==> src/hdl/kss_pkg.sv <==
// kss_pkg: types and constants shared by the k-sorted stream sorter.
// Holds the value type, the controller state enum and the command/status
// structs that join the controller and the datapath. No dependencies.
`default_nettype none

package kss_pkg;

  localparam int ValueWidth = 32;
  localparam int MdWidth    = 4;
  localparam logic [MdWidth-1:0] MdReset = 4'd1;

  // register word index (paddr[2])
  localparam logic RegMaxDistance = 1'b0;

  typedef logic signed [ValueWidth-1:0] value_t;

  typedef enum logic [3:0] {
    ST_IDLE,
    ST_CHECK,
    ST_POP_RD,
    ST_POP_LD,
    ST_SD_RD,
    ST_SD_CMP,
    ST_PUSH,
    ST_SU_RD,
    ST_SU_CMP
  } state_e;

  typedef struct packed {
    logic load_item;
    logic pop_read;
    logic pop_load;
    logic drain;
    logic sd_read;
    logic sd_step;
    logic push_init;
    logic su_read;
    logic su_step;
    logic wr_x;
  } ctrl_cmd_t;

  typedef struct packed {
    logic need_pop;
    logic count_zero;
    logic sd_leaf;
    logic sd_swap;
    logic su_root;
    logic su_swap;
    logic out_free;
    logic item_last;
  } dp_stat_t;

endpackage

`default_nettype wire

==> src/hdl/kss_in_if.sv <==
// kss_in_if: valid/ready channel carrying one input stream element.
// Depends on kss_pkg for the value type.
`default_nettype none

interface kss_in_if;
  logic            valid;
  logic            ready;
  kss_pkg::value_t item_value;
  logic            item_last;

  modport source (output valid, output item_value, output item_last, input ready);
  modport sink   (input valid, input item_value, input item_last, output ready);
endinterface

`default_nettype wire

==> src/hdl/kss_out_if.sv <==
// kss_out_if: valid/ready channel carrying one sorted result.
// Depends on kss_pkg for the value type.
`default_nettype none

interface kss_out_if;
  logic            valid;
  logic            ready;
  kss_pkg::value_t sorted_value;
  logic            sorted_last;

  modport source (output valid, output sorted_value, output sorted_last, input ready);
  modport sink   (input valid, input sorted_value, input sorted_last, output ready);
endinterface

`default_nettype wire

==> src/hdl/kss_dp.sv <==
// kss_dp: heap datapath: heap memory with two registered read ports,
// moving-value and index registers, entry count and result register.
// Depends on kss_pkg; driven by commands from kss_ctrl.
`default_nettype none

module kss_dp #(
  parameter int MAX_DISTANCE = 15
) (
  input  wire logic                           clk_i,
  input  wire logic                           rst_ni,
  input  wire kss_pkg::ctrl_cmd_t             cmd_i,
  output kss_pkg::dp_stat_t                   stat_o,
  input  wire logic [kss_pkg::MdWidth-1:0]    md_i,
  input  wire kss_pkg::value_t                item_value_i,
  input  wire logic                           item_last_i,
  input  wire logic                           out_ready_i,
  output logic                                out_valid_o,
  output kss_pkg::value_t                     sorted_value_o,
  output logic                                sorted_last_o
);

  localparam int DEPTH = MAX_DISTANCE + 1;
  localparam int AW    = $clog2(DEPTH);
  localparam int CW    = $clog2(DEPTH + 1);
  localparam int XW    = AW + 2;
  localparam int MW    = (CW > kss_pkg::MdWidth) ? CW : kss_pkg::MdWidth;

  kss_pkg::value_t heap_q [DEPTH];
  kss_pkg::value_t rd_a_q, rd_b_q;
  kss_pkg::value_t x_q, x_d;
  kss_pkg::value_t item_q;
  logic            last_q;
  logic [AW-1:0]   i_q, i_d;
  logic [AW:0]     c_q;
  logic [CW-1:0]   count_q, count_d;
  logic            out_valid_q;
  kss_pkg::value_t out_value_q;
  logic            out_last_q;

  logic [AW:0]     c_w;
  logic [XW-1:0]   count_ext;
  logic            right_ok, pick_right;
  kss_pkg::value_t s_val;
  logic [AW-1:0]   s_idx;
  logic [AW-1:0]   p_w;
  logic [AW-1:0]   cnt_m1;
  logic [AW-1:0]   ra, rb;
  logic            we;
  kss_pkg::value_t wd;
  logic            cap_hit;
  logic            sd_swap, su_swap;

  assign c_w        = {i_q, 1'b1};
  assign count_ext  = XW'(count_q);
  assign right_ok   = (XW'(c_q) + XW'(1)) < count_ext;
  assign pick_right = right_ok && (rd_b_q < rd_a_q);
  assign s_val      = pick_right ? rd_b_q : rd_a_q;
  assign s_idx      = pick_right ? (c_q[AW-1:0] + AW'(1)) : c_q[AW-1:0];
  assign p_w        = AW'((i_q - AW'(1)) >> 1);
  assign cnt_m1     = AW'(count_q - CW'(1));
  assign sd_swap    = s_val < x_q;
  assign su_swap    = x_q < rd_a_q;
  assign cap_hit    = int'(md_i) >= MAX_DISTANCE;

  always_comb begin
    stat_o            = '0;
    stat_o.need_pop   = (count_q >= CW'(DEPTH)) ||
                        (!cap_hit && (MW'(count_q) > MW'(md_i)));
    stat_o.count_zero = (count_q == '0);
    stat_o.sd_leaf    = XW'(c_w) >= count_ext;
    stat_o.sd_swap    = sd_swap;
    stat_o.su_root    = (i_q == '0);
    stat_o.su_swap    = su_swap;
    stat_o.out_free   = !out_valid_q || out_ready_i;
    stat_o.item_last  = last_q;
  end

  // read addresses: root, last leaf on pop; children on sift-down; parent on sift-up
  always_comb begin
    ra = '0;
    rb = c_w[AW-1:0] + AW'(1);
    if (cmd_i.pop_read) begin
      rb = cnt_m1;
    end else if (cmd_i.sd_read) begin
      ra = c_w[AW-1:0];
    end else if (cmd_i.su_read) begin
      ra = p_w;
    end
  end

  // fill the hole at i_q: with the moved entry on a swap, else with the moving value
  always_comb begin
    we = 1'b0;
    wd = x_q;
    if (cmd_i.sd_step) begin
      we = 1'b1;
      wd = sd_swap ? s_val : x_q;
    end else if (cmd_i.su_step) begin
      we = 1'b1;
      wd = su_swap ? rd_a_q : x_q;
    end else if (cmd_i.wr_x) begin
      we = 1'b1;
    end
  end

  always_ff @(posedge clk_i) begin
    if (we) begin
      heap_q[i_q] <= wd;
    end
    rd_a_q <= heap_q[ra];
    rd_b_q <= heap_q[rb];
  end

  always_comb begin
    i_d     = i_q;
    x_d     = x_q;
    count_d = count_q;
    if (cmd_i.pop_load) begin
      i_d     = '0;
      x_d     = rd_b_q;
      count_d = count_q - CW'(1);
    end else if (cmd_i.push_init) begin
      i_d     = AW'(count_q);
      x_d     = item_q;
      count_d = count_q + CW'(1);
    end else if (cmd_i.sd_step && sd_swap) begin
      i_d = s_idx;
    end else if (cmd_i.su_step && su_swap) begin
      i_d = p_w;
    end
  end

  always_ff @(posedge clk_i) begin
    i_q <= i_d;
    x_q <= x_d;
    if (cmd_i.sd_read) begin
      c_q <= c_w;
    end
    if (cmd_i.load_item) begin
      item_q <= item_value_i;
      last_q <= item_last_i;
    end
    if (cmd_i.pop_load) begin
      out_value_q <= rd_a_q;
      out_last_q  <= cmd_i.drain && (count_q == CW'(1));
    end
  end

  always_ff @(posedge clk_i or negedge rst_ni) begin
    if (!rst_ni) begin
      count_q     <= '0;
      out_valid_q <= 1'b0;
    end else begin
      count_q <= count_d;
      if (cmd_i.pop_load) begin
        out_valid_q <= 1'b1;
      end else if (out_ready_i) begin
        out_valid_q <= 1'b0;
      end
    end
  end

  assign out_valid_o    = out_valid_q;
  assign sorted_value_o = out_value_q;
  assign sorted_last_o  = out_last_q;

endmodule

`default_nettype wire

==> src/hdl/kss_ctrl.sv <==
// kss_ctrl: sequencer for accept, pop, sift-down, push, sift-up and drain.
// Depends on kss_pkg; issues commands to and reads status from kss_dp.
`default_nettype none

module kss_ctrl (
  input  wire logic               clk_i,
  input  wire logic               rst_ni,
  input  wire logic               in_valid_i,
  output logic                    in_ready_o,
  input  wire kss_pkg::dp_stat_t  stat_i,
  output kss_pkg::ctrl_cmd_t      cmd_o
);

  kss_pkg::state_e state_q, state_d;
  logic            drain_q, drain_d;
  kss_pkg::state_e after_pop;

  // after a pop: keep draining, finish, or go on to insert the new request
  always_comb begin
    if (drain_q) begin
      after_pop = stat_i.count_zero ? kss_pkg::ST_IDLE : kss_pkg::ST_POP_RD;
    end else begin
      after_pop = kss_pkg::ST_PUSH;
    end
  end

  always_comb begin
    state_d = state_q;
    drain_d = drain_q;
    case (state_q)
      kss_pkg::ST_IDLE: begin
        if (in_valid_i) begin
          state_d = kss_pkg::ST_CHECK;
        end
      end
      kss_pkg::ST_CHECK: begin
        state_d = stat_i.need_pop ? kss_pkg::ST_POP_RD : kss_pkg::ST_PUSH;
      end
      kss_pkg::ST_POP_RD: begin
        if (stat_i.out_free) begin
          state_d = kss_pkg::ST_POP_LD;
        end
      end
      kss_pkg::ST_POP_LD: begin
        state_d = kss_pkg::ST_SD_RD;
      end
      kss_pkg::ST_SD_RD: begin
        state_d = stat_i.sd_leaf ? after_pop : kss_pkg::ST_SD_CMP;
        if (stat_i.sd_leaf && drain_q && stat_i.count_zero) begin
          drain_d = 1'b0;
        end
      end
      kss_pkg::ST_SD_CMP: begin
        state_d = stat_i.sd_swap ? kss_pkg::ST_SD_RD : after_pop;
        if (!stat_i.sd_swap && drain_q && stat_i.count_zero) begin
          drain_d = 1'b0;
        end
      end
      kss_pkg::ST_PUSH: begin
        state_d = kss_pkg::ST_SU_RD;
      end
      kss_pkg::ST_SU_RD: begin
        if (!stat_i.su_root) begin
          state_d = kss_pkg::ST_SU_CMP;
        end else if (stat_i.item_last) begin
          state_d = kss_pkg::ST_POP_RD;
          drain_d = 1'b1;
        end else begin
          state_d = kss_pkg::ST_IDLE;
        end
      end
      kss_pkg::ST_SU_CMP: begin
        if (stat_i.su_swap) begin
          state_d = kss_pkg::ST_SU_RD;
        end else if (stat_i.item_last) begin
          state_d = kss_pkg::ST_POP_RD;
          drain_d = 1'b1;
        end else begin
          state_d = kss_pkg::ST_IDLE;
        end
      end
      default: begin
        state_d = kss_pkg::ST_IDLE;
        drain_d = 1'b0;
      end
    endcase
  end

  always_comb begin
    cmd_o      = '0;
    in_ready_o = 1'b0;
    case (state_q)
      kss_pkg::ST_IDLE: begin
        in_ready_o      = 1'b1;
        cmd_o.load_item = in_valid_i;
      end
      kss_pkg::ST_POP_RD: begin
        cmd_o.pop_read = stat_i.out_free;
      end
      kss_pkg::ST_POP_LD: begin
        cmd_o.pop_load = 1'b1;
        cmd_o.drain    = drain_q;
      end
      kss_pkg::ST_SD_RD: begin
        cmd_o.wr_x    = stat_i.sd_leaf;
        cmd_o.sd_read = !stat_i.sd_leaf;
      end
      kss_pkg::ST_SD_CMP: begin
        cmd_o.sd_step = 1'b1;
      end
      kss_pkg::ST_PUSH: begin
        cmd_o.push_init = 1'b1;
      end
      kss_pkg::ST_SU_RD: begin
        cmd_o.wr_x    = stat_i.su_root;
        cmd_o.su_read = !stat_i.su_root;
      end
      kss_pkg::ST_SU_CMP: begin
        cmd_o.su_step = 1'b1;
      end
      default: begin
        cmd_o = '0;
      end
    endcase
  end

  always_ff @(posedge clk_i or negedge rst_ni) begin
    if (!rst_ni) begin
      state_q <= kss_pkg::ST_IDLE;
      drain_q <= 1'b0;
    end else begin
      state_q <= state_d;
      drain_q <= drain_d;
    end
  end

endmodule

`default_nettype wire

==> src/hdl/k_sorted_stream_sorter.sv <==
// k_sorted_stream_sorter: top level; holds the max_distance register behind
// the APB port and joins kss_ctrl and kss_dp. Depends on kss_pkg, kss_in_if, kss_out_if.
//
//   port      dir  kind        payload
//   item_i    in   valid/ready item_value[31:0] signed, item_last
//   sorted_o  out  valid/ready sorted_value[31:0] signed, sorted_last
//   APB       in   psel/pen    max_distance at paddr 0 (4 bits, reset 1)
//
// One request at a time. A request is accepted in ST_IDLE and dispatched in
// ST_CHECK; a push then runs ST_PUSH and an ST_SU_RD/ST_SU_CMP pair per heap
// level climbed; a pop runs ST_POP_RD, which waits while the result register
// is held by sorted_o.ready, then ST_POP_LD and an ST_SD_RD/ST_SD_CMP pair per
// level sunk. A full heap holds 16 entries, all in a single heap memory.
// A final request adds one pop per stored value. Reset empties the heap at once.
`default_nettype none

module k_sorted_stream_sorter #(
  parameter int MAX_DISTANCE = 15
) (
  input  wire logic        clk_i,
  input  wire logic        rst_ni,
  kss_in_if.sink           item_i,
  kss_out_if.source        sorted_o,
  input  wire logic        psel,
  input  wire logic        penable,
  input  wire logic        pwrite,
  input  wire logic [2:0]  paddr,
  input  wire logic [31:0] pwdata,
  output logic [31:0]      prdata,
  output logic             pready
);

  logic [kss_pkg::MdWidth-1:0] md_q;
  logic                        cfg_wr;
  kss_pkg::ctrl_cmd_t          cmd;
  kss_pkg::dp_stat_t           stat;

  assign pready = 1'b1;
  assign cfg_wr = psel && penable && pwrite && pready && (paddr[2] == kss_pkg::RegMaxDistance);

  always_ff @(posedge clk_i or negedge rst_ni) begin
    if (!rst_ni) begin
      md_q <= kss_pkg::MdReset;
    end else if (cfg_wr) begin
      md_q <= pwdata[kss_pkg::MdWidth-1:0];
    end
  end

  assign prdata = (paddr[2] == kss_pkg::RegMaxDistance) ?
                  {{(32 - kss_pkg::MdWidth){1'b0}}, md_q} : '0;

  kss_ctrl u_ctrl (
    .clk_i      (clk_i),
    .rst_ni     (rst_ni),
    .in_valid_i (item_i.valid),
    .in_ready_o (item_i.ready),
    .stat_i     (stat),
    .cmd_o      (cmd)
  );

  kss_dp #(
    .MAX_DISTANCE (MAX_DISTANCE)
  ) u_dp (
    .clk_i          (clk_i),
    .rst_ni         (rst_ni),
    .cmd_i          (cmd),
    .stat_o         (stat),
    .md_i           (md_q),
    .item_value_i   (item_i.item_value),
    .item_last_i    (item_i.item_last),
    .out_ready_i    (sorted_o.ready),
    .out_valid_o    (sorted_o.valid),
    .sorted_value_o (sorted_o.sorted_value),
    .sorted_last_o  (sorted_o.sorted_last)
  );

endmodule

`default_nettype wire

==> src/flat_wrapper.sv <==
// flat-port wrapper written by rule: the top's interface ports become plain ports
module k_sorted_stream_sorter_flat 
#(
  parameter int MAX_DISTANCE = 15
)
  (clk_i, rst_ni, psel, penable, pwrite, paddr, pwdata, prdata, pready, item_i_valid, item_i_item_value, item_i_item_last, item_i_ready, sorted_o_valid, sorted_o_sorted_value, sorted_o_sorted_last, sorted_o_ready);
  kss_in_if item_i_i ();
  kss_out_if sorted_o_i ();
  input  wire logic clk_i;
  input  wire logic rst_ni;
  input  wire logic psel;
  input  wire logic penable;
  input  wire logic pwrite;
  input  wire logic [2:0] paddr;
  input  wire logic [31:0] pwdata;
  output logic [31:0] prdata;
  output logic pready;
  input wire logic [$bits(item_i_i.valid)-1:0] item_i_valid;
  input wire logic [$bits(item_i_i.item_value)-1:0] item_i_item_value;
  input wire logic [$bits(item_i_i.item_last)-1:0] item_i_item_last;
  output wire logic [$bits(item_i_i.ready)-1:0] item_i_ready;
  output wire logic [$bits(sorted_o_i.valid)-1:0] sorted_o_valid;
  output wire logic [$bits(sorted_o_i.sorted_value)-1:0] sorted_o_sorted_value;
  output wire logic [$bits(sorted_o_i.sorted_last)-1:0] sorted_o_sorted_last;
  input wire logic [$bits(sorted_o_i.ready)-1:0] sorted_o_ready;
  assign item_i_i.valid = item_i_valid;
  assign item_i_i.item_value = item_i_item_value;
  assign item_i_i.item_last = item_i_item_last;
  assign item_i_ready = item_i_i.ready;
  assign sorted_o_valid = sorted_o_i.valid;
  assign sorted_o_sorted_value = sorted_o_i.sorted_value;
  assign sorted_o_sorted_last = sorted_o_i.sorted_last;
  assign sorted_o_i.ready = sorted_o_ready;
  k_sorted_stream_sorter #(.MAX_DISTANCE(MAX_DISTANCE)) u_core (.clk_i(clk_i), .rst_ni(rst_ni), .item_i(item_i_i), .sorted_o(sorted_o_i), .psel(psel), .penable(penable), .pwrite(pwrite), .paddr(paddr), .pwdata(pwdata), .prdata(prdata), .pready(pready));
endmodule
==> config.mk <==
export PLATFORM = sky130hd
export DESIGN_NAME = k_sorted_stream_sorter_flat
export DESIGN_NICKNAME = d
export VERILOG_FILES = /design/src/hdl/kss_pkg.sv /design/src/hdl/kss_in_if.sv /design/src/hdl/kss_out_if.sv /design/src/hdl/kss_dp.sv /design/src/hdl/kss_ctrl.sv /design/src/hdl/k_sorted_stream_sorter.sv /design/src/flat_wrapper.sv
export SDC_FILE = /design/constraint.sdc
export NUM_CORES = 1
export LEC_CHECK = 0
export BUFFER_PORTS_ARGS = -buffer_cell sky130_fd_sc_hd__buf_2
export CELL_PAD_IN_SITES_DETAIL_PLACEMENT = 0
export CELL_PAD_IN_SITES_GLOBAL_PLACEMENT = 1
export CORE_MARGIN = 10
export CORE_UTILIZATION = 48
export DETAILED_ROUTE_END_ITERATION = 12
export PLACE_DENSITY = 0.73
export REMOVE_ABC_BUFFERS = 1
export SLEW_MARGIN = 5
export SYNTH_ARGS = -nofsm -noshare
export SYNTH_HDL_FRONTEND = slang
export SYNTH_HIERARCHICAL = 1
export SYNTH_SLANG_ARGS = --single-unit
==> constraint.sdc <==
create_clock -name clk_i -period 6.34 [get_ports clk_i]
set_input_delay 0.634 -clock clk_i [delete_from_list [all_inputs] [get_ports clk_i]]
set_output_delay 0.634 -clock clk_i [all_outputs]
set_load 0.005 [all_outputs]
Yosys cells after proc, flatten, opt, wreduce, memory -nomap -nowiden. Memories as Yosys holds them, arrays and structs flattened. A register that Yosys moved wholly into a read port is not among the register bits. Cells that the tools add are included.

Flip-flop bits (word level): 121. Memory bits (writable): 512. Input bits: 75. Output and inout port bits: 68. Word-level logic and storage cells: 124. Memories: 1.

Memories: u_core.u_dp.heap_q (words 16, bits a word 32, read ports 2, clocked after memory_dff 2, wr ports 1, RTL line kss_dp.sv:28) `kss_pkg::value_t heap_q [DEPTH];`.

$add $sub $neg: 6. $lt $le $gt $ge: 8. Equality and inequality tests: 15. Multiplexer cells: 52. Bitwise gates (word level): 2. Reduce and logical (&&, ||, !) cells: 28.

Operators with widths (count): $mux W32 (7); $lt A32 B32 Y1 (3); $mux W4 (15); $pmux W4 S9 (1); $mux W1 (20); $eq A4 B3 Y1 const B (4); $logic_and A1 B1 Y1 (12); $ne A2 B2 Y1 const B (6); $mux W5 (2); $add A4 B1 Y4 const B (2); $eq A4 B2 Y1 const B (2); $logic_not A4 Y1 (2); $add A5 B1 Y6 const B (1); $lt A6 B5 Y1 (1); $mux W2 (3); $mux W3 (2); $add A5 B1 Y5 const B (1); $eq A5 B1 Y1 const B (1); $ge A5 B5 Y1 (1); $ge A5 B5 Y1 const B (1); $gt A5 B4 Y1 (1); $logic_not A1 Y1 (5); $logic_not A5 Y1 (1); $pmux W1 S5 (1); other kinds (13) (16).

Longest topological paths before layout. Gate-level depths: netlist of run 1.

Word-level depth: 10. Gate-level depth with buffers: 28. Depth with buffers taken out: 23.

By module. The synthesis of run 1 kept the hierarchy.

By module, submodules not included: kss_dp (times used 1, cells an instance 2010, area an instance 32935.3 µm², sequential area each 19949.1 µm²); kss_ctrl (times used 1, cells an instance 66, area an instance 551.8 µm², sequential area each 125.1 µm²); k_sorted_stream_sorter (times used 1, cells an instance 44, area an instance 430.4 µm², sequential area each 101.3 µm²).

Least setup slack after synthesis of run 1. No wires, ideal clock.

Path type: register -> register. Start: reg u_core.u_dp.rd_a_q[31], read port of u_core.u_dp.heap_q. End: mem u_core/u_dp/heap_q[0][13] in the netlist's numbering (data pin). Setup time: 348 ps. Arrival time: 5998 ps. Required time: 5992 ps. Path slack: -6 ps. Cell stages (with the launch flop): 26. Buffers on the path: 5. Clock period less this slack: 6346 ps. Path through: dfxtp_1 > inv_1 > ha_1 > buf_6 > nand4_1 > nor2_1 > a221o_1 > a211oi_2 > a21boi_2 > xnor2_1 > nand2_1 > buf_2 > buf_4 > mux2i_1 > inv_1 > ha_1 > and3_1 > nand4_2 > or4_4 > a2111oi_4 > nor2b_1 > a32o_1 > or2_1 > buf_6 > buf_6 > a221oi_1.

Word-level cells in the longest chain between the ends: 6. Elaborated cells between the ends (all ways): 9. Those cells by class: 3 x order compare; 5 x mux; 1 x reduce/logical.

RTL lines: start, declared (RTL line kss_dp.sv:29) `kss_pkg::value_t rd_a_q, rd_b_q;`; $lt A32 B32 Y1 (RTL line kss_dp.sv:56) `assign pick_right = right_ok && (rd_b_q < rd_a_q);`; $logic_and A1 B1 Y1 (RTL line kss_dp.sv:56); $mux W32 (RTL line kss_dp.sv:57) `assign s_val = pick_right ? rd_b_q : rd_a_q;`; $lt A32 B32 Y1 (RTL line kss_dp.sv:61) `assign sd_swap = s_val < x_q;`; $mux W32 (RTL line kss_dp.sv:97) `wd = sd_swap ? s_val : x_q;`; $mux W32 (*) (RTL line kss_dp.sv:95) `if (cmd_i.sd_step) begin`; net u_core.u_dp.wd[13] (RTL line kss_dp.sv:49) `kss_pkg::value_t wd;`; end, declared (RTL line kss_dp.sv:28).

Mark *: on every way through the listed nets, which the timed path passes. The rest lies on a longest branch.

==> impl_metrics.toml, run 1 <==
[floorplan]
chipHeight_um = 285.8
pin_count = 143
die_w_um = 285.8
core_area_um2 = 70030
die_area_um2 = 81690
initial_core_util = 0.4843
row_count = 97

[power]
cellLeakagePower_nw = 13.86
vdd_drop_max_v = 0.0004881
p_per_area_nw_per_um2 = 573.5
power_mw = 22.36

[route]
vias = 20394
drc = 0
wire_per_inst_um = 28.39
drtAntennaViolNets = 0
dr.pass1.iters = 5
vias_per_cell = 6.197
initialDrtViolationCount = 2078
wl_um = 93440

[grt]
grt_most_used_layer = "met2"
grtUsageMet1 = 0.3012
grt_max_degree = 93
met3_usage = 0.03703
antenna_found_initial = 0
grt_usage = 0.2273
grt_pass1_vias = 21063
gr-total-overflow = 0
grt_pass1_wl_um = 137700
grtUsageMet2 = 0.3798

[cts]
cts_tree = "yes"
root_buffer = "clkbuf_16"
clkTransAtPathRegs_ns = 0.06
cts_htree_levels = 3
clk_latency_ns = 0.62
cts_buffers = 77
clkSinkCount = 697
clockBufferDepth = 3

[sta]
hold_violations = 0
slew_headroom = 0.1415
worstMarginPinSlew_ns = 1.285
period_minus_slack_ns = 6.069
report.final.slew_viol_count = 0
fmax_ghz = 0.1648
skew_ns = 0.02651
setup_viol = 0
whs_ns = 0.1908
period_share = 0.9573
setup_slack_ns = 0.2709

[synthesis]
ys_seq_area_frac = 0.5948
synth_top_area_frac = 0.5436
synth_cell_types = 84
synth-main-ff-cell = "edfxtp_1"
synth-seq-cells = 697
syn_avg_cell_area_um2 = 16.00
synth_cells = 2120
ys_top_cells_by_area = "edfxtp_1, mux4_2, ha_1"
synth_edf_count = 614
yosysTopAreaCell = "edfxtp_1"
syn_area_um2 = 33920
ys_warn_count = 6
yosysMostFrequentCell = "edfxtp_1"
synth_common_cells = "edfxtp_1, mux4_2, ha_1"
async_flop_share = 0.02152

[final_layout]
area_growth_pct = 14.94
n_fill_cell = 5528
drive_gt1_frac = 0.3101
regArea_um2 = 20180
multi_input_area_um2 = 13070
nets = 2481
antenna_cells = 0
design_area_um2 = 38980

[hold_path]
worstHoldPathType = "in2reg"

[placed_design]
placed_cell_area_um2 = 36230
place_ws_ns = -0.1932
dp_hpwl_um = 56690
io_buffers = 83
gp_congestion = 0.8873

[job]
cap_violations = 0

[status]
status = "complete, no violations"

[critical_path]
cp-start-kind = "register"
worst_ep_arrival_time_ns = 6.39
worst_ep_required_time_ns = 6.66
cp_max_fo = 16
worstSetupPathType = "reg2reg"
cp-end-kind = "register"
[critical path, stage by stage (launching register included)]
cell       delay [ns]
dfxtp_1          0.33
inv_1            0.06
ha_1             0.32
a21oi_1          0.15
o21ai_0          0.14
a221o_1          0.39
a211oi_4         0.26
a21boi_4         0.27
xnor2_2          0.09
nand2_2          0.11
buf_12           0.16
mux2_2           0.36
ha_1             0.31
and3_1           0.24
nand4_2          0.15
or4_4            0.62
a2111oi_4        0.37
buf_4            0.17
inv_1            0.03
a31oi_1          0.20
o21ai_2          0.10
buf_12           0.16
buf_4            0.14
mux2i_1          0.12
a21oi_2          0.49
[placed cells by master, fill, tap and decap left out, drive strengths merged, types with 4 or more instances in the layout]
cell      Yosys  routed
dfrtp        14      14
o211ai        6       6
a211o         5       5
conb          2      29
a21o         10      10
and2         35      35
and3          4       4
mux4        256     256
nor2         67      67
edfxtp      614     614
or2           5       5
buf          77     222
nand2b        7       7
nor3b         6       6
xnor2        10      10
nand3        13      13
mux2i        66      66
clkinv        0      25
a221oi       21      21
o21bai        4       4
a211oi       87      87
mux2         50      50
clkinvlp      0       4
clkbuf       80     101
bufinv        0       6
nor3         21      21
o21ai        31      31
ha          114     114
a31oi        41      41
a21boi        4       4
nor2b        42      42
nand4        17      17
and2b         4       4
dfxtp        68      68
nand2       104     104
a21oi        85      85
inv         105     107
[timing repair]
action,CTS,global route
resized for setup,12,29
hold endpoints to repair,14,0
endpoints found under the setup margin,389,484
hold buffers,1,0
setup buffers,2,0
cloned,0,4
[cell type report]
class | count | area share
flip-flops and latches | 697 | 0.5175
multi-input cells | 1188 | 0.3351
clock buffers | 101 | 0.05488
repair buffers | 223 | 0.04310
well taps | 940 | 0.03017
inverters | 105 | 0.01011
clock inverters | 37 | 0.009051
[flip-flops by register name (all words and copies together) (netlist names), 4 cells and up]
register,cells
u_core/u_dp/i_q,4
u_core/u_dp/x_q,32
u_core/u_ctrl/state_q,4
u_core/u_dp/sorted_value_o,32
u_core/u_dp/c_q,4
u_core/u_dp/item_q,32
u_core/md_q,4
u_core/u_dp/rd_b_q,32
u_core/u_dp/rd_a_q,32
u_core/u_dp/count_q,5
u_core/u_dp/heap_q,512
[worst paths after layout]
kind	from	to	slack, ns	cells after the start
min in group asynchronous	rst_ni	u_core/u_dp/count_q[3]$_DFFE_PN0P_	0.47	2
worst min register to register	u_core/u_dp/rd_a_q[31]$_DFF_P_	u_core/u_dp/sorted_value_o[31]$_DFFE_PP_	0.51	0
worst max register to register	u_core/u_dp/rd_a_q[23]$_DFF_P_	u_core/u_dp/heap_q[4][16]$_DFFE_PP_	0.27	24
worst min-delay path	item_i_item_value[27]	u_core/u_dp/item_q[27]$_DFFE_PP_	0.19	1
max in group asynchronous	rst_ni	u_core/md_q[0]$_DFFE_PN1P_	5.56	2
worst max-delay path	u_core/u_dp/rd_a_q[23]$_DFF_P_	u_core/u_dp/heap_q[4][16]$_DFFE_PP_	0.27	24
[report_power, final]
group / switching [mW] / internal (mW) / leakage [nW] / total [mW]
logic: 6.18 / 4.68 / 6.35 / 10.9
clock network: 1.81 / 2.62 / 1.22 / 4.43
registers: 0.514 / 6.55 / 6.30 / 7.06
[cells by family after synthesis]
group                    count (synthesis)  share of synthesized area
flip-flops                             697                     0.5948
multiplexers                           372                     0.2061
AND/OR/NAND/NOR                        342                    0.05257
AO/OA/AOI/OAI                          318                    0.06603
buffers and inverters                  262                    0.03486
adder cells (fa/ha/maj)                114                    0.04205
XOR/XNOR                                13                   0.003357
other                                    2                  0.0002214
[through the flow]
stage          setup TNS [ns]    util  std cells
2_1_floorplan         -577.66       -       1990
3_3_place_gp          -0.1224  0.5174       3146
3_5_place_dp           -19.32  0.5174       3146
4_1_cts                     0  0.5541       3287
5_1_grt              -0.09166  0.5567       3291
6_report                    0  0.5567       3291
[per-layer routing]
metal	vias up	part of all wire
met2	754	0.49
met3	154	0.070
met4	0	0.029
met1	10675	0.41
met5	-	0
li1	8811	-
Power figures use the tool's default switching activity.
==> run 2, diff against run 1 <==
--- a/config.mk
+++ b/config.mk
@@ -9,7 +9,7 @@
 export CELL_PAD_IN_SITES_DETAIL_PLACEMENT = 0
 export CELL_PAD_IN_SITES_GLOBAL_PLACEMENT = 1
 export CORE_MARGIN = 10
-export CORE_UTILIZATION = 48
+export CORE_UTILIZATION = 50
 export DETAILED_ROUTE_END_ITERATION = 12
 export PLACE_DENSITY = 0.73
 export REMOVE_ABC_BUFFERS = 1
==> constraint.sdc (replaced) <==
create_clock -name clk_i -period 7.55 [get_ports clk_i]
set_input_delay 0.755 -clock clk_i [delete_from_list [all_inputs] [get_ports clk_i]]
set_output_delay 0.755 -clock clk_i [all_outputs]
set_load 0.005 [all_outputs]
==> run 2 against run 1 <==
  * Core utilization rose by 0.90 points
  * Sequential power fell by 15%
  * Total power fell by 21%
  * Critical path depth fell by 1
  * Largest cell class unchanged
  * Largest power group unchanged
  * Highest routed layer unchanged
==> impl_metrics.toml, run 2 (synthesis results as in run 1) <==
[critical_path]
crit_end = "u_core/u_dp/heap_q[2][5]$_DFFE_PP_"
path_delay_family = "simple AND/OR/NAND/NOR gates"
cp-end-kind = "register"
setup.worst_path.start = "u_core/u_dp/rd_a_q[7]$_DFF_P_"
r2r_slack_ns = 0.57
worst_ep_arrival_time_ns = 7.33
cp_common_cell = "buf_4"
cp-start-kind = "register"
cpPeakStageDelay_ns = 0.65
worst_ep_required_time_ns = 7.90
crit_path_cell_trace = "inv_1, ha_1, nand2_1, nor3_1, a21oi_1, o41ai_1, buf_4, a21boi_2, xnor2_1, nand2_2, buf_4, mux2i_1, inv_1, ha_1, nand4_2, or4_4, a221oi_1, nor2b_1, a32o_1, or2_1, nor2b_4, a221oi_1, buf_4"
cp_max_fo = 19
worstSetupPathType = "reg2reg"
rr_endpoint = "u_core/u_dp/heap_q[2][5]$_DFFE_PP_"
reg2regPathDepth = 23
crit_path_top_delay_cell = "nor2b_4"
r2r-start = "u_core/u_dp/rd_a_q[7]$_DFF_P_"
crit_buf_inv = 5
crit_cells = 23

[final_layout]
layoutNonFillerInstCount = 3157
nets = 2412
largest_reg_flops = 512
mostFrequentLayoutCells = "edfxtp_1, mux4_2, ha_1, inv_1, nand2_1"
drive_gt1_frac = 0.2820
utilization = 0.5657
n_fill_cell = 5192
antenna_cells = 0
area_growth_pct = 12.01
final_common_cell = "edfxtp_1"
largest-register = "u_core/u_dp/heap_q"

[sta]
fmax_ghz = 0.1432
period_minus_slack_ns = 6.981
rsz0062_at_grt = "false"
report.final.slew_viol_count = 0
hold_violations = 0
worstMarginPinSlew_ns = 1.166
setup_viol = 0
slew_headroom = 0.2224
tns_ns = 0
period_share = 0.9247
skew_ns = 0.03306

[cts]
clk_latency_ns = 0.63
cts_setup_buffers = 0
clkTransAtPathRegs_ns = 0.06
cts_htree_levels = 3
hold_buffers = 0
clkSinkCount = 697
cts_tree = "yes"
clockBufferDepth = 3
root_buffer = "clkbuf_16"
cts_buffers = 75
post_cts_resized = 0

[power]
vdd_drop_max_v = 0.0003926
p_comb_frac = 0.456
pwr-share-seq = 0.340
power_mw = 17.74
p_int_mw = 10.96
power.clock.fraction = 0.204
swShare = 0.3818
p_per_area_nw_per_um2 = 466.8
p_switching_mw = 6.772
cellLeakagePower_nw = 13.42

[placed_design]
dp_hpwl_um = 51160
dp_cells = 3019
io_buffers = 83
gp_congestion = 0.8351

[hold_path]
worstHoldPathType = "in2async"

[floorplan]
chipHeight_um = 280.5
die_w_um = 280.5
row_count = 95
die_area_um2 = 78650
core_area_um2 = 67160
pin_count = 143
initial_core_util = 0.5050

[route]
wire_per_inst_um = 27.84
vias = 19725
vias_per_cell = 6.248
wl_um = 87890
drtAntennaViolNets = 0
initialDrtViolationCount = 1705
drc = 0
dr.pass1.iters = 5

[job]
cap_violations = 0

[grt]
gr-total-overflow = 0
grt_pass1_vias = 20313
grt_pass1_wl_um = 130200
grt_usage = 0.2248
antenna_found_initial = 1
grt_max_degree = 95

[status]
status = "complete, no violations"
run 2: cell types whose count changed in the layout (fill, tap and decap cells not counted), sizes merged:
cell and delta:
inv +4, clkbuf -3, clkinv +1, dlygate4sd3 -1, clkinvlp -1, bufinv -1, buf -66
run 2: worst min-delay path by stage:
| stage | to | slack (ns) | start | cells after the start |
|---|---|---|---|---|
| floorplan | u_core/u_dp/sorted_value_o[10]$_DFFE_PP_ | 0.42 | u_core/u_dp/rd_a_q[10]$_DFF_P_ | 0 |
| detailed placement | u_core/u_dp/sorted_value_o[31]$_DFFE_PP_ | 0.48 | u_core/u_dp/rd_a_q[31]$_DFF_P_ | 0 |
| global placement | u_core/u_dp/sorted_value_o[31]$_DFFE_PP_ | 0.47 | u_core/u_dp/rd_a_q[31]$_DFF_P_ | 0 |
| global route | u_core/u_dp/out_valid_o$_DFFE_PN0P_ | 0.06 | rst_ni | 1 |
| CTS | u_core/u_dp/count_q[2]$_DFFE_PN0P_ | 0.04 | rst_ni | 1 |
| finish | u_core/u_dp/out_valid_o$_DFFE_PN0P_ | 0.04 | rst_ni | 1 |
run 2: layout make-up:
class	count	area [um2]	area share
Timing Repair Buffer	156	1026	0.02701
Sequential cell	697	20180	0.5311
Multi-Input combinational cell	1188	12870	0.3388
Inverter	105	394.1	0.01037
Tap cell	873	1092	0.02875
Clock inverter	40	417.9	0.01100
Clock buffer	98	2014	0.05302
run 2: worst register-to-register path, stage by stage, from the launching register on:
cell and delay (ns):
dfxtp_1 0.46, inv_1 0.12, ha_1 0.31, nand2_1 0.09, nor3_1 0.19, a21oi_1 0.15
o41ai_1 0.47, buf_4 0.21, a21boi_2 0.07, xnor2_1 0.35, nand2_2 0.30, buf_4 0.32
mux2i_1 0.24, inv_1 0.08, ha_1 0.32, nand4_2 0.14, or4_4 0.63, a221oi_1 0.38
nor2b_1 0.18, a32o_1 0.29, or2_1 0.27, nor2b_4 0.65, a221oi_1 0.24, buf_4 0.26
run 2: metrics by stage:
step | hold slack (ns) | instance area [um2] | worst slack, ns
after floorplan | 0.4246 | 33230 | -5.948
after global placement | 0.4678 | 35560 | 0.6536
after detailed placement | 0.4829 | 35560 | 0.5701
after CTS | 0.03794 | 37990 | 0.5180
after global routing | 0.06099 | 37990 | 0.1172
final | 0.04353 | 37990 | 0.5686
run 2: routing by layer:
layer / global-route usage / vias to the layer above / part of all wire
met1: 0.3069 / 10205 / 0.42
met5: 0 / - / 0
met2: 0.3677 / 741 / 0.48
met4: 0.05886 / 0 / 0.022
li1: - / 8652 / -
met3: 0.04149 / 127 / 0.074
run 2: power by group through the flow:
stage | logic [mW] | clock network [mW] | registers [mW]
3_3_place_gp | 7.97 | 0 | 6.07
6_report | 8.08 | 3.63 | 6.03
5_1_grt | 8.83 | 3.86 | 6.09
3_5_place_dp | 8.07 | 0 | 6.10
4_1_cts | 8.11 | 3.70 | 6.02
2_1_floorplan | 6.40 | 0 | 5.89
==> run 3, diff against run 2 <==
--- a/config.mk
+++ b/config.mk
@@ -6,13 +6,13 @@
 export NUM_CORES = 1
 export LEC_CHECK = 0
 export BUFFER_PORTS_ARGS = -buffer_cell sky130_fd_sc_hd__buf_2
-export CELL_PAD_IN_SITES_DETAIL_PLACEMENT = 0
+export CELL_PAD_IN_SITES_DETAIL_PLACEMENT = 1
 export CELL_PAD_IN_SITES_GLOBAL_PLACEMENT = 1
 export CORE_MARGIN = 10
 export CORE_UTILIZATION = 50
+export CTS_BUF_LIST = sky130_fd_sc_hd__clkbuf_2 sky130_fd_sc_hd__clkbuf_4 sky130_fd_sc_hd__clkbuf_8
 export DETAILED_ROUTE_END_ITERATION = 12
 export PLACE_DENSITY = 0.73
-export REMOVE_ABC_BUFFERS = 1
 export SLEW_MARGIN = 5
 export SYNTH_ARGS = -nofsm -noshare
 export SYNTH_HDL_FRONTEND = slang
==> run 3 against run 2 <==
  * Count of clock-buffer cells in the layout is 58 higher
  * Clock power fell by 4%
  * Combinational power is 4.6% higher
  * Wire length rose by 8.4%
  * Die area did not move
  * Critical endpoint is now u_core/u_dp/heap_q[9][19]$_DFFE_PP_
==> impl_metrics.toml, run 3 (synthesis results as in run 1) <==
[power]
p_per_area_nw_per_um2 = 474.2
cellLeakagePower_nw = 13.56
vdd_drop_max_v = 0.0005904

[cts]
clkSinkCount = 697
cts_buffers = 111
cts_htree_levels = 3
cts_setup_buffers = 0
post_cts_resized = 0
cts_tree = "yes"
clk_latency_ns = 0.74
clkTransAtPathRegs_ns = 0.07
clockBufferDepth = 3
root_buffer = "clkbuf_8"

[floorplan]
die_w_um = 280.5
pin_count = 143
chipHeight_um = 280.5
die_area_um2 = 78650
initial_core_util = 0.5050
core_area_um2 = 67160
row_count = 95

[route]
drc = 0
vias = 20776
met3_length_um = 7874
topRoutingLayerUsed = "met4"
wl_met1_um = 38070
initialDrtViolationCount = 2126
drtAntennaViolNets = 0
wire_per_inst_um = 29.41
vias_per_cell = 6.412
wl_met2_um = 47220
dr.pass1.iters = 5
wl_um = 95290

[critical_path]
crit_buf_inv = 4
cp-end-kind = "register"
path_delay_family = "simple AND/OR/NAND/NOR gates"
crit_path_cell_trace = "inv_1, ha_1, nand4_1, nor4_1, a21boi_2, xnor2_1, nand2_2, buf_4, mux2i_1, inv_1, ha_1, and3_1, nand4_2, or4_4, a221oi_1, buf_4, nor2b_1, a31oi_1, o21ai_2, mux2i_1, a21oi_1"
worstSetupPathType = "reg2reg"
worst_ep_required_time_ns = 7.89
r2r-start = "u_core/u_dp/rd_a_q[31]$_DFF_P_"
crit_path_top_delay_cell = "a21oi_1"
worst_ep_arrival_time_ns = 7.18
r2r_slack_ns = 0.71
cp_max_fo = 16
rr_endpoint = "u_core/u_dp/heap_q[9][19]$_DFFE_PP_"
cp-start-kind = "register"
cpPeakStageDelay_ns = 1.00
setup.worst_path.start = "u_core/u_dp/rd_a_q[31]$_DFF_P_"
crit_cells = 21
reg2regPathDepth = 21

[sta]
setup_viol = 0
rsz0062_at_grt = "false"
report.final.slew_viol_count = 0
skew_ns = 0.03428
tns_ns = 0
hold_violations = 0
fmax_ghz = 0.1461
worstMarginPinSlew_ns = 1.282
period_share = 0.9066
period_minus_slack_ns = 6.845
slew_headroom = 0.1455

[final_layout]
area_growth_pct = 12.27
nets = 2456
n_fill_cell = 6197
largest-register = "u_core/u_dp/heap_q"
mostFrequentLayoutCells = "edfxtp_1, mux4_2, clkbuf_8, ha_1, inv_1"
largest_reg_flops = 512
drive_gt1_frac = 0.3098
multi_input_area_um2 = 12860
utilization = 0.5670
regArea_um2 = 20180
final_common_cell = "edfxtp_1"
layoutNonFillerInstCount = 3240

[job]
cap_violations = 0

[status]
status = "complete, no violations"

[grt]
grt_pass1_vias = 22341
antenna_found_initial = 2
grt_pass1_wl_um = 142000
grt_usage = 0.2423
grt_max_degree = 129
gr-total-overflow = 0

[placed_design]
io_buffers = 83
dp_cells = 3026
gp_congestion = 0.8232
dp_hpwl_um = 58130

[hold_path]
whs_endpoint = "u_core/u_dp/item_q[24]$_DFFE_PP_"
worstHoldPathType = "in2reg"
worstHoldPathCells = 1
hold_start = "item_i_item_value[24]"
[run 3: worst max path at each step]
stage                                                      to  slack (ns)
final                     u_core/u_dp/heap_q[9][19]$_DFFE_PP_        0.71
after global routing       u_core/u_dp/heap_q[0][1]$_DFFE_PP_        0.19
after CTS                  u_core/u_dp/heap_q[3][1]$_DFFE_PP_        0.77
after detailed placement   u_core/u_dp/heap_q[3][1]$_DFFE_PP_        0.81
after global placement    u_core/u_dp/heap_q[5][29]$_DFFE_PP_        1.03
after floorplan           u_core/u_dp/heap_q[0][13]$_DFFE_PP_        1.20
[run 3: worst register-to-register path, cell delays in order, from the launching register on]
cell	delay [ns]
dfxtp_1	0.38
inv_1	0.09
ha_1	0.48
nand4_1	0.30
nor4_1	0.61
a21boi_2	0.16
xnor2_1	0.41
nand2_2	0.15
buf_4	0.24
mux2i_1	0.25
inv_1	0.09
ha_1	0.30
and3_1	0.18
nand4_2	0.18
or4_4	0.64
a221oi_1	0.30
buf_4	0.19
nor2b_1	0.08
a31oi_1	0.20
o21ai_2	0.10
mux2i_1	0.13
a21oi_1	1.00
[run 3: report_power, final]
| group | switching (mW) | internal, mW |
|---|---|---|
| Clock | 1.58 | 1.90 |
| Sequential | 0.627 | 5.50 |
| Combinational | 5.01 | 3.44 |
[run 3: metal layers]
metal / track usage / vias up
met5: 0 / -
met4: 0.07182 / 0
met3: 0.04947 / 139
met2: 0.4063 / 850
met1: 0.3154 / 11043
li1: - / 8744
[run 3: metrics by stage]
stage                     power (mW)  setup WS [ns]  area, um2  hold slack, ns
after detailed placement       14.57         0.8075      35630          0.4507
after CTS                      18.10         0.7678      38080          0.1381
after global routing           19.10         0.1900      38080          0.1577
after global placement         14.22          1.026      35630          0.4477
final                          18.06         0.7051      38080          0.1906
after floorplan                11.66          1.204      34020          0.4246
[run 3: final cells by class]
type / instances / share of cell area
multi-input cells: 1188 / 0.3379
inverters: 105 / 0.01035
repair buffers: 164 / 0.02924
diodes: 1 / 0.00006572
flip-flops and latches: 697 / 0.5299
well taps: 873 / 0.02869
clock buffers: 156 / 0.05129
clock inverters: 56 / 0.01265
[run 3: what timing repair did]
item / CTS / global route
endpoints found under the setup margin: 0 / 0
endpoints found under the hold margin: 14 / 0
hold buffers: 1 / 0
